===== src/sv/sact_pkg.sv =====
// Shared types, codes and helper functions for the set-associative tag lookup.
// Used by the controller, the datapath and the top level; has no dependencies.
package sact_pkg;

    // Victim selection policy codes
    localparam logic [1:0] POL_FIFO   = 2'd0;
    localparam logic [1:0] POL_LRU    = 2'd1;
    localparam logic [1:0] POL_RANDOM = 2'd2;

    // Register index on the configuration port (address bit 2)
    localparam logic REG_POLICY = 1'b0;
    localparam logic REG_SEED   = 1'b1;

    // Random victim generator
    localparam int          LFSR_W    = 16;
    localparam logic [15:0] LFSR_TAPS = 16'hB400;
    localparam logic [15:0] LFSR_ONE  = 16'h0001;

    // Commands from the controller to the datapath
    typedef struct packed {
        logic clear_we;  // write one zero row of the clearing pass
        logic capture;   // latch the accepted address
        logic lookup;    // compare, update the row and emit the result
    } dp_cmd_t;

    // Status from the datapath to the controller
    typedef struct packed {
        logic clear_last;  // clearing pass is at its last row
    } dp_status_t;

    // Floor of log2, evaluated at elaboration only
    function automatic int floor_log2(input int v);
        int n;
        int x;
        n = 0;
        x = v;
        while (x > 1) begin
            x = x >> 1;
            n++;
        end
        return n;
    endfunction

    // One right shift of the Galois LFSR
    function automatic logic [LFSR_W-1:0] lfsr_step(input logic [LFSR_W-1:0] l);
        logic [LFSR_W-1:0] n;
        n = l >> 1;
        if (l[0])
        begin
            n = n ^ LFSR_TAPS;
        end
        return n;
    endfunction

    // A zero seed would lock the LFSR, so it loads as one
    function automatic logic [LFSR_W-1:0] seed_fix(input logic [LFSR_W-1:0] s);
        return (s == '0) ? LFSR_ONE : s;
    endfunction

endpackage


===== src/sv/sact_ram.sv =====
// Generic single-write, single-read RAM with a registered read port.
// No dependencies; holds one cache set per row in this design.
module sact_ram #(
    parameter int WIDTH = 8,
    parameter int DEPTH = 16
) (
    input  logic                                   clk,
    input  logic                                   we,
    input  logic [((DEPTH > 1) ? $clog2(DEPTH) : 1)-1:0] waddr,
    input  logic [WIDTH-1:0]                       wdata,
    input  logic [((DEPTH > 1) ? $clog2(DEPTH) : 1)-1:0] raddr,
    output logic [WIDTH-1:0]                       rdata
);

    logic [WIDTH-1:0] mem_reg [DEPTH];
    logic [WIDTH-1:0] rdata_reg;

    // Write one row, read one row (old data on a same-address collision)
    always_ff @(posedge clk)
    begin
        if (we)
        begin
            mem_reg[waddr] <= wdata;
        end
        rdata_reg <= mem_reg[raddr];
    end

    assign rdata = rdata_reg;

endmodule


===== src/sv/sact_ctrl.sv =====
// Controller state machine: clearing pass after reset, idle, lookup.
// Depends on sact_pkg for the command and status structs.
module sact_ctrl (
    input  logic                  clk,
    input  logic                  rst_n,
    input  logic                  start,
    input  sact_pkg::dp_status_t  status,
    output sact_pkg::dp_cmd_t     cmd,
    output logic                  busy
);

    localparam logic [1:0] ST_CLEAR = 2'd0;
    localparam logic [1:0] ST_IDLE  = 2'd1;
    localparam logic [1:0] ST_LOOK  = 2'd2;

    logic [1:0] state_reg;
    logic [1:0] state_next;

    // Next state and commands
    always_comb
    begin
        state_next   = state_reg;
        cmd.clear_we = 1'b0;
        cmd.capture  = 1'b0;
        cmd.lookup   = 1'b0;
        unique case (state_reg)
            ST_CLEAR:
            begin
                cmd.clear_we = 1'b1;
                if (status.clear_last)
                begin
                    state_next = ST_IDLE;
                end
            end
            ST_IDLE:
            begin
                cmd.capture = start;
                if (start)
                begin
                    state_next = ST_LOOK;
                end
            end
            ST_LOOK:
            begin
                cmd.lookup = 1'b1;
                state_next = ST_IDLE;
            end
            default:
            begin
                state_next = ST_IDLE;
            end
        endcase
    end

    // Hold the state; reset starts the clearing pass
    always_ff @(posedge clk or negedge rst_n)
    begin
        if (!rst_n)
        begin
            state_reg <= ST_CLEAR;
        end
        else
        begin
            state_reg <= state_next;
        end
    end

    assign busy = (state_reg != ST_IDLE);

endmodule


===== src/sv/sact_dp.sv =====
// Datapath: set RAM, way compare, victim choice, rank update, LFSR, totals.
// Depends on sact_pkg and instantiates sact_ram.
module sact_dp #(
    parameter int LINE_BYTES = 16,
    parameter int NUM_LINES  = 64,
    parameter int NUM_WAYS   = 4
) (
    input  logic                  clk,
    input  logic                  rst_n,
    input  sact_pkg::dp_cmd_t     cmd,
    output sact_pkg::dp_status_t  status,
    input  logic [31:0]           access_addr,
    input  logic [1:0]            policy,
    input  logic                  seed_we,
    input  logic [15:0]           seed_val,
    output logic                  done,
    output logic                  hit,
    output logic [1:0]            way_used,
    output logic                  evicted_valid,
    output logic [31:0]           access_total,
    output logic [31:0]           hit_total
);

    localparam int NUM_SETS  = NUM_LINES / NUM_WAYS;
    localparam int OFF_BITS  = sact_pkg::floor_log2(LINE_BYTES);
    localparam int IDX_BITS  = sact_pkg::floor_log2(NUM_SETS);
    localparam int SETS_USED = 1 << IDX_BITS;
    localparam int SET_W     = (IDX_BITS > 0) ? IDX_BITS : 1;
    localparam int SHIFT     = OFF_BITS + IDX_BITS;
    localparam int TAG_W     = 32 - SHIFT;
    localparam int WAY_W     = (NUM_WAYS > 1) ? $clog2(NUM_WAYS) : 1;
    localparam int RANK_W    = WAY_W;
    localparam int CNT_W     = $clog2(NUM_WAYS + 1);
    localparam int ENTRY_W   = 1 + RANK_W + TAG_W;
    localparam int ROW_W     = NUM_WAYS * ENTRY_W;
    localparam int LW        = sact_pkg::LFSR_W;

    localparam logic [SET_W-1:0]  SET_MASK = SET_W'(SETS_USED - 1);
    localparam logic [RANK_W-1:0] RANK_TOP = RANK_W'(NUM_WAYS - 1);
    localparam logic [CNT_W-1:0]  CNT_ONE  = CNT_W'(1);
    localparam logic [7:0]        MOD_K    = 8'(256 % NUM_WAYS);

    // Address split of the incoming item
    logic [SET_W-1:0] rd_set;
    logic [TAG_W-1:0] in_tag;

    assign rd_set = SET_W'(access_addr >> OFF_BITS) & SET_MASK;
    assign in_tag = TAG_W'(access_addr >> SHIFT);

    logic [SET_W-1:0] set_reg;
    logic [TAG_W-1:0] tag_reg;
    logic [SET_W-1:0] clr_cnt_reg;

    // Latch the accepted address
    always_ff @(posedge clk)
    begin
        if (cmd.capture)
        begin
            set_reg <= rd_set;
            tag_reg <= in_tag;
        end
    end

    // Sweep the rows during the clearing pass
    always_ff @(posedge clk or negedge rst_n)
    begin
        if (!rst_n)
        begin
            clr_cnt_reg <= '0;
        end
        else if (cmd.clear_we)
        begin
            clr_cnt_reg <= clr_cnt_reg + SET_W'(1);
        end
    end

    assign status.clear_last = (clr_cnt_reg == SET_MASK);

    // Set RAM: one row holds valid, rank and tag of every way
    logic             ram_we;
    logic [SET_W-1:0] ram_waddr;
    logic [ROW_W-1:0] ram_wdata;
    logic [ROW_W-1:0] row_rd;
    logic [ROW_W-1:0] row_new;

    assign ram_we    = cmd.clear_we | cmd.lookup;
    assign ram_waddr = cmd.clear_we ? clr_cnt_reg : set_reg;
    assign ram_wdata = cmd.clear_we ? '0 : row_new;

    sact_ram #(
        .WIDTH (ROW_W),
        .DEPTH (SETS_USED)
    ) u_ram (
        .clk   (clk),
        .we    (ram_we),
        .waddr (ram_waddr),
        .wdata (ram_wdata),
        .raddr (rd_set),
        .rdata (row_rd)
    );

    // Constant remainder table for the random way
    logic [WAY_W-1:0] mod_tab [256];

    for (genvar g = 0; g < 256; g++)
    begin : g_mod
        localparam int MODV = g % NUM_WAYS;
        assign mod_tab[g] = WAY_W'(MODV);
    end

    logic [LW-1:0]    lfsr_reg;
    logic [LW-1:0]    lfsr_nx;
    logic [WAY_W-1:0] rand_way_reg;
    logic [7:0]       fold;

    // Fold the next LFSR value into a way number, one register ahead of use
    assign lfsr_nx = sact_pkg::lfsr_step(lfsr_reg);
    assign fold    = 8'(mod_tab[lfsr_nx[15:8]]) * MOD_K + 8'(mod_tab[lfsr_nx[7:0]]);

    always_ff @(posedge clk)
    begin
        rand_way_reg <= mod_tab[fold];
    end

    // Unpack the row
    logic [NUM_WAYS-1:0] v;
    logic [RANK_W-1:0]   r  [NUM_WAYS];
    logic [TAG_W-1:0]    t  [NUM_WAYS];
    logic [ENTRY_W-1:0]  ent;

    always_comb
    begin
        ent = '0;
        for (int i = 0; i < NUM_WAYS; i++)
        begin
            ent  = row_rd[i*ENTRY_W +: ENTRY_W];
            v[i] = ent[ENTRY_W-1];
            r[i] = ent[TAG_W +: RANK_W];
            t[i] = ent[TAG_W-1:0];
        end
    end

    // Compare all ways, find the first free way and the oldest way
    logic [CNT_W-1:0] nvalid;
    logic             hit_c;
    logic [WAY_W-1:0] hit_way;
    logic             free_found;
    logic [WAY_W-1:0] free_way;
    logic             age_found;
    logic [WAY_W-1:0] age_way;

    always_comb
    begin
        nvalid     = '0;
        hit_c      = 1'b0;
        hit_way    = '0;
        free_found = 1'b0;
        free_way   = '0;
        age_found  = 1'b0;
        age_way    = '0;
        for (int i = 0; i < NUM_WAYS; i++)
        begin
            if (v[i])
            begin
                nvalid = nvalid + CNT_ONE;
            end
            if (v[i] && (t[i] == tag_reg) && !hit_c)
            begin
                hit_c   = 1'b1;
                hit_way = WAY_W'(i);
            end
            if (!v[i] && !free_found)
            begin
                free_found = 1'b1;
                free_way   = WAY_W'(i);
            end
            if ((r[i] == '0) && !age_found)
            begin
                age_found = 1'b1;
                age_way   = WAY_W'(i);
            end
        end
    end

    // Pick the way for this item
    logic [WAY_W-1:0] victim;
    logic [WAY_W-1:0] way_sel;
    logic             evict_c;
    logic             do_promote;
    logic [RANK_W-1:0] old_rank;

    always_comb
    begin
        unique case (policy)
            sact_pkg::POL_FIFO:   victim = age_way;
            sact_pkg::POL_LRU:    victim = age_way;
            sact_pkg::POL_RANDOM: victim = rand_way_reg;
            default:              victim = '0;
        endcase
    end

    assign evict_c    = !hit_c && !free_found;
    assign way_sel    = hit_c ? hit_way : (free_found ? free_way : victim);
    assign do_promote = (hit_c && (policy == sact_pkg::POL_LRU)) || evict_c;
    assign old_rank   = r[way_sel];

    // New row: on fill, LRU hit or eviction the chosen way becomes newest
    logic [RANK_W-1:0] nr;
    logic              nv;
    logic [TAG_W-1:0]  nt;

    always_comb
    begin
        row_new = '0;
        nr      = '0;
        nv      = 1'b0;
        nt      = '0;
        for (int i = 0; i < NUM_WAYS; i++)
        begin
            nr = r[i];
            nv = v[i];
            nt = t[i];
            if (WAY_W'(i) == way_sel)
            begin
                if (hit_c)
                begin
                    if (do_promote)
                    begin
                        nr = RANK_W'(nvalid - CNT_ONE);
                    end
                end
                else if (free_found)
                begin
                    nv = 1'b1;
                    nt = tag_reg;
                    nr = RANK_W'(nvalid);
                end
                else
                begin
                    nt = tag_reg;
                    nr = RANK_TOP;
                end
            end
            else if (do_promote && v[i] && (r[i] > old_rank))
            begin
                nr = r[i] - RANK_W'(1);
            end
            row_new[i*ENTRY_W +: ENTRY_W] = {nv, nr, nt};
        end
    end

    // Advance the LFSR on a random eviction; reload it on a seed write
    always_ff @(posedge clk or negedge rst_n)
    begin
        if (!rst_n)
        begin
            lfsr_reg <= sact_pkg::LFSR_ONE;
        end
        else if (seed_we)
        begin
            lfsr_reg <= sact_pkg::seed_fix(seed_val);
        end
        else if (cmd.lookup && evict_c && (policy == sact_pkg::POL_RANDOM))
        begin
            lfsr_reg <= lfsr_nx;
        end
    end

    logic             done_reg;
    logic [31:0]      acc_cnt_reg;
    logic [31:0]      hit_cnt_reg;
    logic             hit_reg;
    logic [WAY_W-1:0] way_reg;
    logic             evict_reg;

    // Strobe and saturating totals
    always_ff @(posedge clk or negedge rst_n)
    begin
        if (!rst_n)
        begin
            done_reg    <= 1'b0;
            acc_cnt_reg <= '0;
            hit_cnt_reg <= '0;
        end
        else
        begin
            done_reg <= cmd.lookup;
            if (cmd.lookup)
            begin
                if (acc_cnt_reg != '1)
                begin
                    acc_cnt_reg <= acc_cnt_reg + 32'd1;
                end
                if (hit_c && (hit_cnt_reg != '1))
                begin
                    hit_cnt_reg <= hit_cnt_reg + 32'd1;
                end
            end
        end
    end

    // Hold the result fields
    always_ff @(posedge clk)
    begin
        if (cmd.lookup)
        begin
            hit_reg   <= hit_c;
            way_reg   <= way_sel;
            evict_reg <= evict_c;
        end
    end

    assign done          = done_reg;
    assign hit           = hit_reg;
    assign way_used      = 2'(way_reg);
    assign evicted_valid = evict_reg;
    assign access_total  = acc_cnt_reg;
    assign hit_total     = hit_cnt_reg;

endmodule


===== src/sv/set_assoc_cache_tag_lookup.sv =====
// Top level of the set-associative tag lookup: configuration registers and
// the controller/datapath pair. Depends on sact_pkg, sact_ctrl, sact_dp.
//
// Usage:
//   Drive access_addr and raise start; the item is taken at a clock edge where
//   start is high and busy is low. The result (hit, way_used, evicted_valid,
//   access_total, hit_total) appears with done high for exactly one cycle,
//   registered at the end of the lookup state. The receiver cannot stall it.
//   An item passes two steps: the set's row is read from the set RAM at the
//   accepting edge, then in the lookup state all ways are compared, the way
//   picked and the row written back. busy is low again in the cycle that
//   shows done, so a new item can be taken then.
//   After reset busy stays high while a clearing pass zeroes every row of the
//   set RAM, one row per set (16 with the default parameters).
//   Registers sit on the APB port: replace_policy at 0x0, random_seed at 0x4;
//   writing random_seed also reloads the victim LFSR. Write them only while
//   the block is idle.
module set_assoc_cache_tag_lookup #(
    parameter int LINE_BYTES = 16,
    parameter int NUM_LINES  = 64,
    parameter int NUM_WAYS   = 4
) (
    input  logic        clk,
    input  logic        rst_n,
    input  logic        start,
    output logic        busy,
    input  logic [31:0] access_addr,
    output logic        done,
    output logic        hit,
    output logic [1:0]  way_used,
    output logic        evicted_valid,
    output logic [31:0] access_total,
    output logic [31:0] hit_total,
    input  logic        psel,
    input  logic        penable,
    input  logic        pwrite,
    input  logic [2:0]  paddr,
    input  logic [31:0] pwdata,
    output logic [31:0] prdata,
    output logic        pready
);

    sact_pkg::dp_cmd_t    cmd;
    sact_pkg::dp_status_t status;

    logic [1:0]  policy_reg;
    logic [15:0] seed_reg;
    logic        cfg_wr;
    logic        seed_we;

    // Decode register writes
    assign pready  = 1'b1;
    assign cfg_wr  = psel & penable & pwrite;
    assign seed_we = cfg_wr && (paddr[2] == sact_pkg::REG_SEED);

    always_ff @(posedge clk or negedge rst_n)
    begin
        if (!rst_n)
        begin
            policy_reg <= sact_pkg::POL_LRU;
            seed_reg   <= 16'd1;
        end
        else if (cfg_wr)
        begin
            unique case (paddr[2])
                sact_pkg::REG_POLICY: policy_reg <= pwdata[1:0];
                sact_pkg::REG_SEED:   seed_reg   <= pwdata[15:0];
                default:              policy_reg <= policy_reg;
            endcase
        end
    end

    // Register read back
    always_comb
    begin
        unique case (paddr[2])
            sact_pkg::REG_POLICY: prdata = {30'd0, policy_reg};
            sact_pkg::REG_SEED:   prdata = {16'd0, seed_reg};
            default:              prdata = '0;
        endcase
    end

    sact_ctrl u_ctrl (
        .clk    (clk),
        .rst_n  (rst_n),
        .start  (start),
        .status (status),
        .cmd    (cmd),
        .busy   (busy)
    );

    sact_dp #(
        .LINE_BYTES (LINE_BYTES),
        .NUM_LINES  (NUM_LINES),
        .NUM_WAYS   (NUM_WAYS)
    ) u_dp (
        .clk           (clk),
        .rst_n         (rst_n),
        .cmd           (cmd),
        .status        (status),
        .access_addr   (access_addr),
        .policy        (policy_reg),
        .seed_we       (seed_we),
        .seed_val      (pwdata[15:0]),
        .done          (done),
        .hit           (hit),
        .way_used      (way_used),
        .evicted_valid (evicted_valid),
        .access_total  (access_total),
        .hit_total     (hit_total)
    );

endmodule


===== config.mk =====
export PLATFORM = sky130hd
export DESIGN_NAME = set_assoc_cache_tag_lookup
export DESIGN_NICKNAME = d
export VERILOG_FILES = /design/src/sv/sact_pkg.sv /design/src/sv/sact_ram.sv /design/src/sv/sact_ctrl.sv /design/src/sv/sact_dp.sv /design/src/sv/set_assoc_cache_tag_lookup.sv
export SDC_FILE = /design/constraint.sdc
export NUM_CORES = 2
export LEC_CHECK = 0
export BUFFER_PORTS_ARGS = -buffer_cell sky130_fd_sc_hd__buf_2
export CORE_MARGIN = 2
export CORE_UTILIZATION = 45
export CTS_BUF_LIST = sky130_fd_sc_hd__clkbuf_16
export CTS_CLUSTER_SIZE = 12
export DETAILED_ROUTE_END_ITERATION = 7
export GPL_ROUTABILITY_DRIVEN = 0
export HOLD_SLACK_MARGIN = 0.05
export PLACE_DENSITY_LB_ADDON = 0.15
export SYNTH_ARGS = -nofsm -noshare
export SYNTH_HDL_FRONTEND = slang
export SYNTH_SLANG_ARGS = --single-unit

===== constraint.sdc =====
create_clock -name clk -period 7.6 [get_ports clk]
set_input_delay 1.9 -clock clk [delete_from_list [all_inputs] [get_ports clk]]
set_output_delay 1.9 -clock clk [all_outputs]
set_load 0.005 [all_outputs]

==> flow_summary.toml <==
[status]
status = "complete, no violations"

[clocking]
cts_buffers = 200
clockBufferDepth = 3
cts_resized = 0
clk_latency_ns = 0.84
path_clk_slew_ns = 0.06
hold_buffers = 0
numClockSinks = 1975
cts_tree = "done"
clock-root-buffer = "clkbuf_16"
post_cts.repair.setup_buffers = 0
htreeDepth = 4

[layout]
antennaDiodeCount = 0
largest_reg_flops = 1728
fin_nets = 3952
instances_no_fill = 6255
drive_gt1_share_pct = 25.6
area_delta_synth_final_pct = 12.6

[timing]
hold_viol = 0
fmax_ghz = 0.168
tightest_slew_ns = 1.21
min_period_ns = 5.95
hold_ws_ns = 0.409
tns_ns = 0
finalSetupViolCount = 0
rsz0062_at_grt = "false"
final.period_utilization_pct = 78.3
slew_headroom_pct = 19.0
skew_ns = 0.0415
fin_ws_ns = 1.65
slew_violations = 0

[power]
p_sw_share_pct = 28.1
p_leak_uw = 0.0288
peakVddDrop_mv = 0.299
p_switching_uw = 8290
p_clk_share_pct = 30.8
p_per_area_mw_per_mm2 = 342
seq_power_share_pct = 52.2
internal-power_uw = 21300
finalPower_uw = 29500
p_comb_share_pct = 17.0

[global_route]
grt_overflow_total = 0
grt_max_degree = 120
grt_pass1_vias = 37300
grt_usage_pct = 21.9
antenna_found_initial = 2
grt_pass1_wl_mm = 273

[floorplanning]
coreArea_mm2 = 0.169
dieArea_mm2 = 0.174
fp.dieH_um = 417
die_x_um = 417
placementRows = 151
io_pins = 176
start_util_pct = 45.3

[yosys]
async_flop_share_pct = 5.32
yosysUniqueCellTypes = 73
ys.flop_type = "edfxtp_1"
syn_area_per_cell_um2 = 21.0
netlist_area_mm2 = 0.0767
synth_edf_count = 1760
synth.ff_latch_count = 1975
synth_warnings = 0
yosysSeqAreaShare_pct = 75.2
synthCells = 3648

[hold_path]
min_path_cells = 0
holdPathEnd = "u_dp.rand_way_reg[1]$_DFF_P_"
min_from = "u_dp.lfsr_reg[2]$_DFFE_PN0P_"
hold_class = "flip-flop to flip-flop"

[worst_setup_path]
cp-start-kind = "flip-flop"
slowest_stage = "a31oi_1"
reg2regPathDepth = 14
cp.required_ns = 8.04
cp.arrival_ns = 6.39
ff2ff_setup_slack_ns = 1.65
worstSetupPathType = "flip-flop to flip-flop"
r2r-end = "u_dp.u_ram.mem_reg[4][79]$_DFFE_PP_"
rr_startpoint = "u_dp.tag_reg[9]$_DFFE_PP_"
worstPathCellList = "xor2_1 -> nor4_1 -> buf_4 -> nand3_1 -> or4_1 -> and3_4 -> nor2_1 -> a211oi_1 -> a31oi_1 -> ha_1 -> nor2_1 -> nand3_1 -> a21o_1 -> a31oi_1"
crit_path_end_kind = "flip-flop"
worstPathMaxFanout = 16
critPathMaxStageDelay_ns = 0.89

[route]
drcViolationCount = 0
via_count = 36800
initialDrtViolationCount = 3697
drt_first_pass_iters = 5
drt-total-wl_mm = 189
viasPerCell = 5.88
antenna_left = 0
wl_per_cell_um = 30.3

[placed_design]
numPlacedInstances = 5880
dp_slack_ns = 1.68
dp_hpwl_mm = 96.4
portBuffers = 136

[job]
cap_violations = 0
[area by class of cell]
cell class,count,area (um2)
fillers,13500,82900
flip-flops and latches,1975,57700
multi-input cells,1458,18200
clock buffers,205,5130
well taps,2218,2780
repair buffers,205,1490
clock inverters,170,965
inverters,24,90.1
[per-layer routing]
| layer | vias to the layer above | GRT usage (%) | share of wire, % | routed length, um |
|---|---|---|---|---|
| li1 | 15400 | - | - | - |
| met3 | 220 | 2.93 | 5.4 | 10100 |
| met2 | 1242 | 35.2 | 49 | 92000 |
| met1 | 20000 | 31.9 | 44 | 83400 |
| met5 | - | 0 | 0 | 0 |
| met4 | 0 | 5.44 | 2.1 | 3890 |
[power by group through the flow]
stage	clock (uW)	combinational [uW]	sequential, uW
3_5_place_dp	0	5070	15600
5_1_grt	9730	5380	15500
4_1_cts	9300	5080	15400
3_3_place_gp	0	4980	15600
2_1_floorplan	0	3010	15500
6_report	9100	5020	15400
[cells in the mapped netlist (4+ instances only)]
cell type  count  area, um2
a211oi_1       4       30.0
a21boi_0       4       30.0
a21o_1        17        128
a21oi_1       26        130
a311oi_1       5       43.8
a31oi_1       10       62.6
and2_1        21        131
and3_1        16        100
and4_1         7       61.3
buf_1         39        146
buf_2         10       50.1
buf_4         19        143
buf_6          4       45.0
clkbuf_1     133        499
dfrtp_1      102       2550
dfxtp_1      110       2200
edfxtp_1    1760      52900
ha_1          15        188
inv_1         24       90.1
mux2_2         9        101
mux2i_1       98        981
mux4_2       540      12200
nand2_1      112        420
nand2b_1       4       25.0
nand3_1       43        215
nand4_1       36        225
nor2_1       177        664
nor2b_1        4       25.0
nor3_1        26        130
nor4_1        24        150
o21ai_0       24        120
xnor2_1       91        797
xor2_1        75        657
[cell usage in the layout (no fill, tap or decap), types with 18 or more instances in the layout]
cell and n:
edfxtp_1 1760, mux4_2 540, clkbuf_16 205, nor2_1 159, buf_2 131, inv_1 122, nand2_1 112, dfxtp_1 110
dfrtp_1 102, mux2i_1 98, xnor2_1 91, xor2_1 75, buf_4 50, nand3_1 43, clkinv_1 37, nand4_1 36
nor3_1 26, a21oi_1 26, nor4_1 24, o21ai_0 24, and2_1 21, buf_12 20, nor2_4 19, clkinv_2 18
[critical path: cells and delay by family (launching register included)]
family,cells,cell delay [ns]
simple gates,7,2.37
compound gates,4,1.70
flops,1,0.63
fa+ha+maj,1,0.36
xor+xnor,1,0.27
buf+inv,1,0.22
[how the worst max path moves through the flow]
stage	start	endpoint	slack [ns]	cells after the start
detailed placement	u_dp.tag_reg[9]$_DFFE_PP_	u_dp.u_ram.mem_reg[0][79]$_DFFE_PP_	1.68	14
global placement	u_dp.tag_reg[21]$_DFFE_PP_	u_dp.u_ram.mem_reg[0][79]$_DFFE_PP_	1.80	14
CTS	u_dp.tag_reg[9]$_DFFE_PP_	u_dp.u_ram.mem_reg[5][79]$_DFFE_PP_	1.63	14
floorplan	u_ctrl.state_reg[1]$_DFFE_PN0P_	u_dp.u_ram.mem_reg[11][0]$_DFFE_PP_	1.20	6
global route	u_dp.tag_reg[9]$_DFFE_PP_	u_dp.u_ram.mem_reg[4][79]$_DFFE_PP_	1.28	14
finish	u_dp.tag_reg[9]$_DFFE_PP_	u_dp.u_ram.mem_reg[4][79]$_DFFE_PP_	1.65	14
[kinds of logic after synthesis]
group	Yosys count	share of synthesized area [%]
DFF	1975	75.2
muxes	647	17.3
and+or+nand+nor	495	3.06
buffers and inverters	230	1.29
xor gates and xnor gates	167	1.92
AOI/OAI and AO/OA	117	1.01
adders and majority gates	15	0.245
other	2	0.00979
[through the flow]
step	util [%]	instance area (um2)
floorplan	-	76800
global placement	47.4	80300
detailed placement	47.4	80300
CTS	51.0	86400
global route	51.0	86400
finish	51.0	86400
Power figures use the tool's default switching activity.
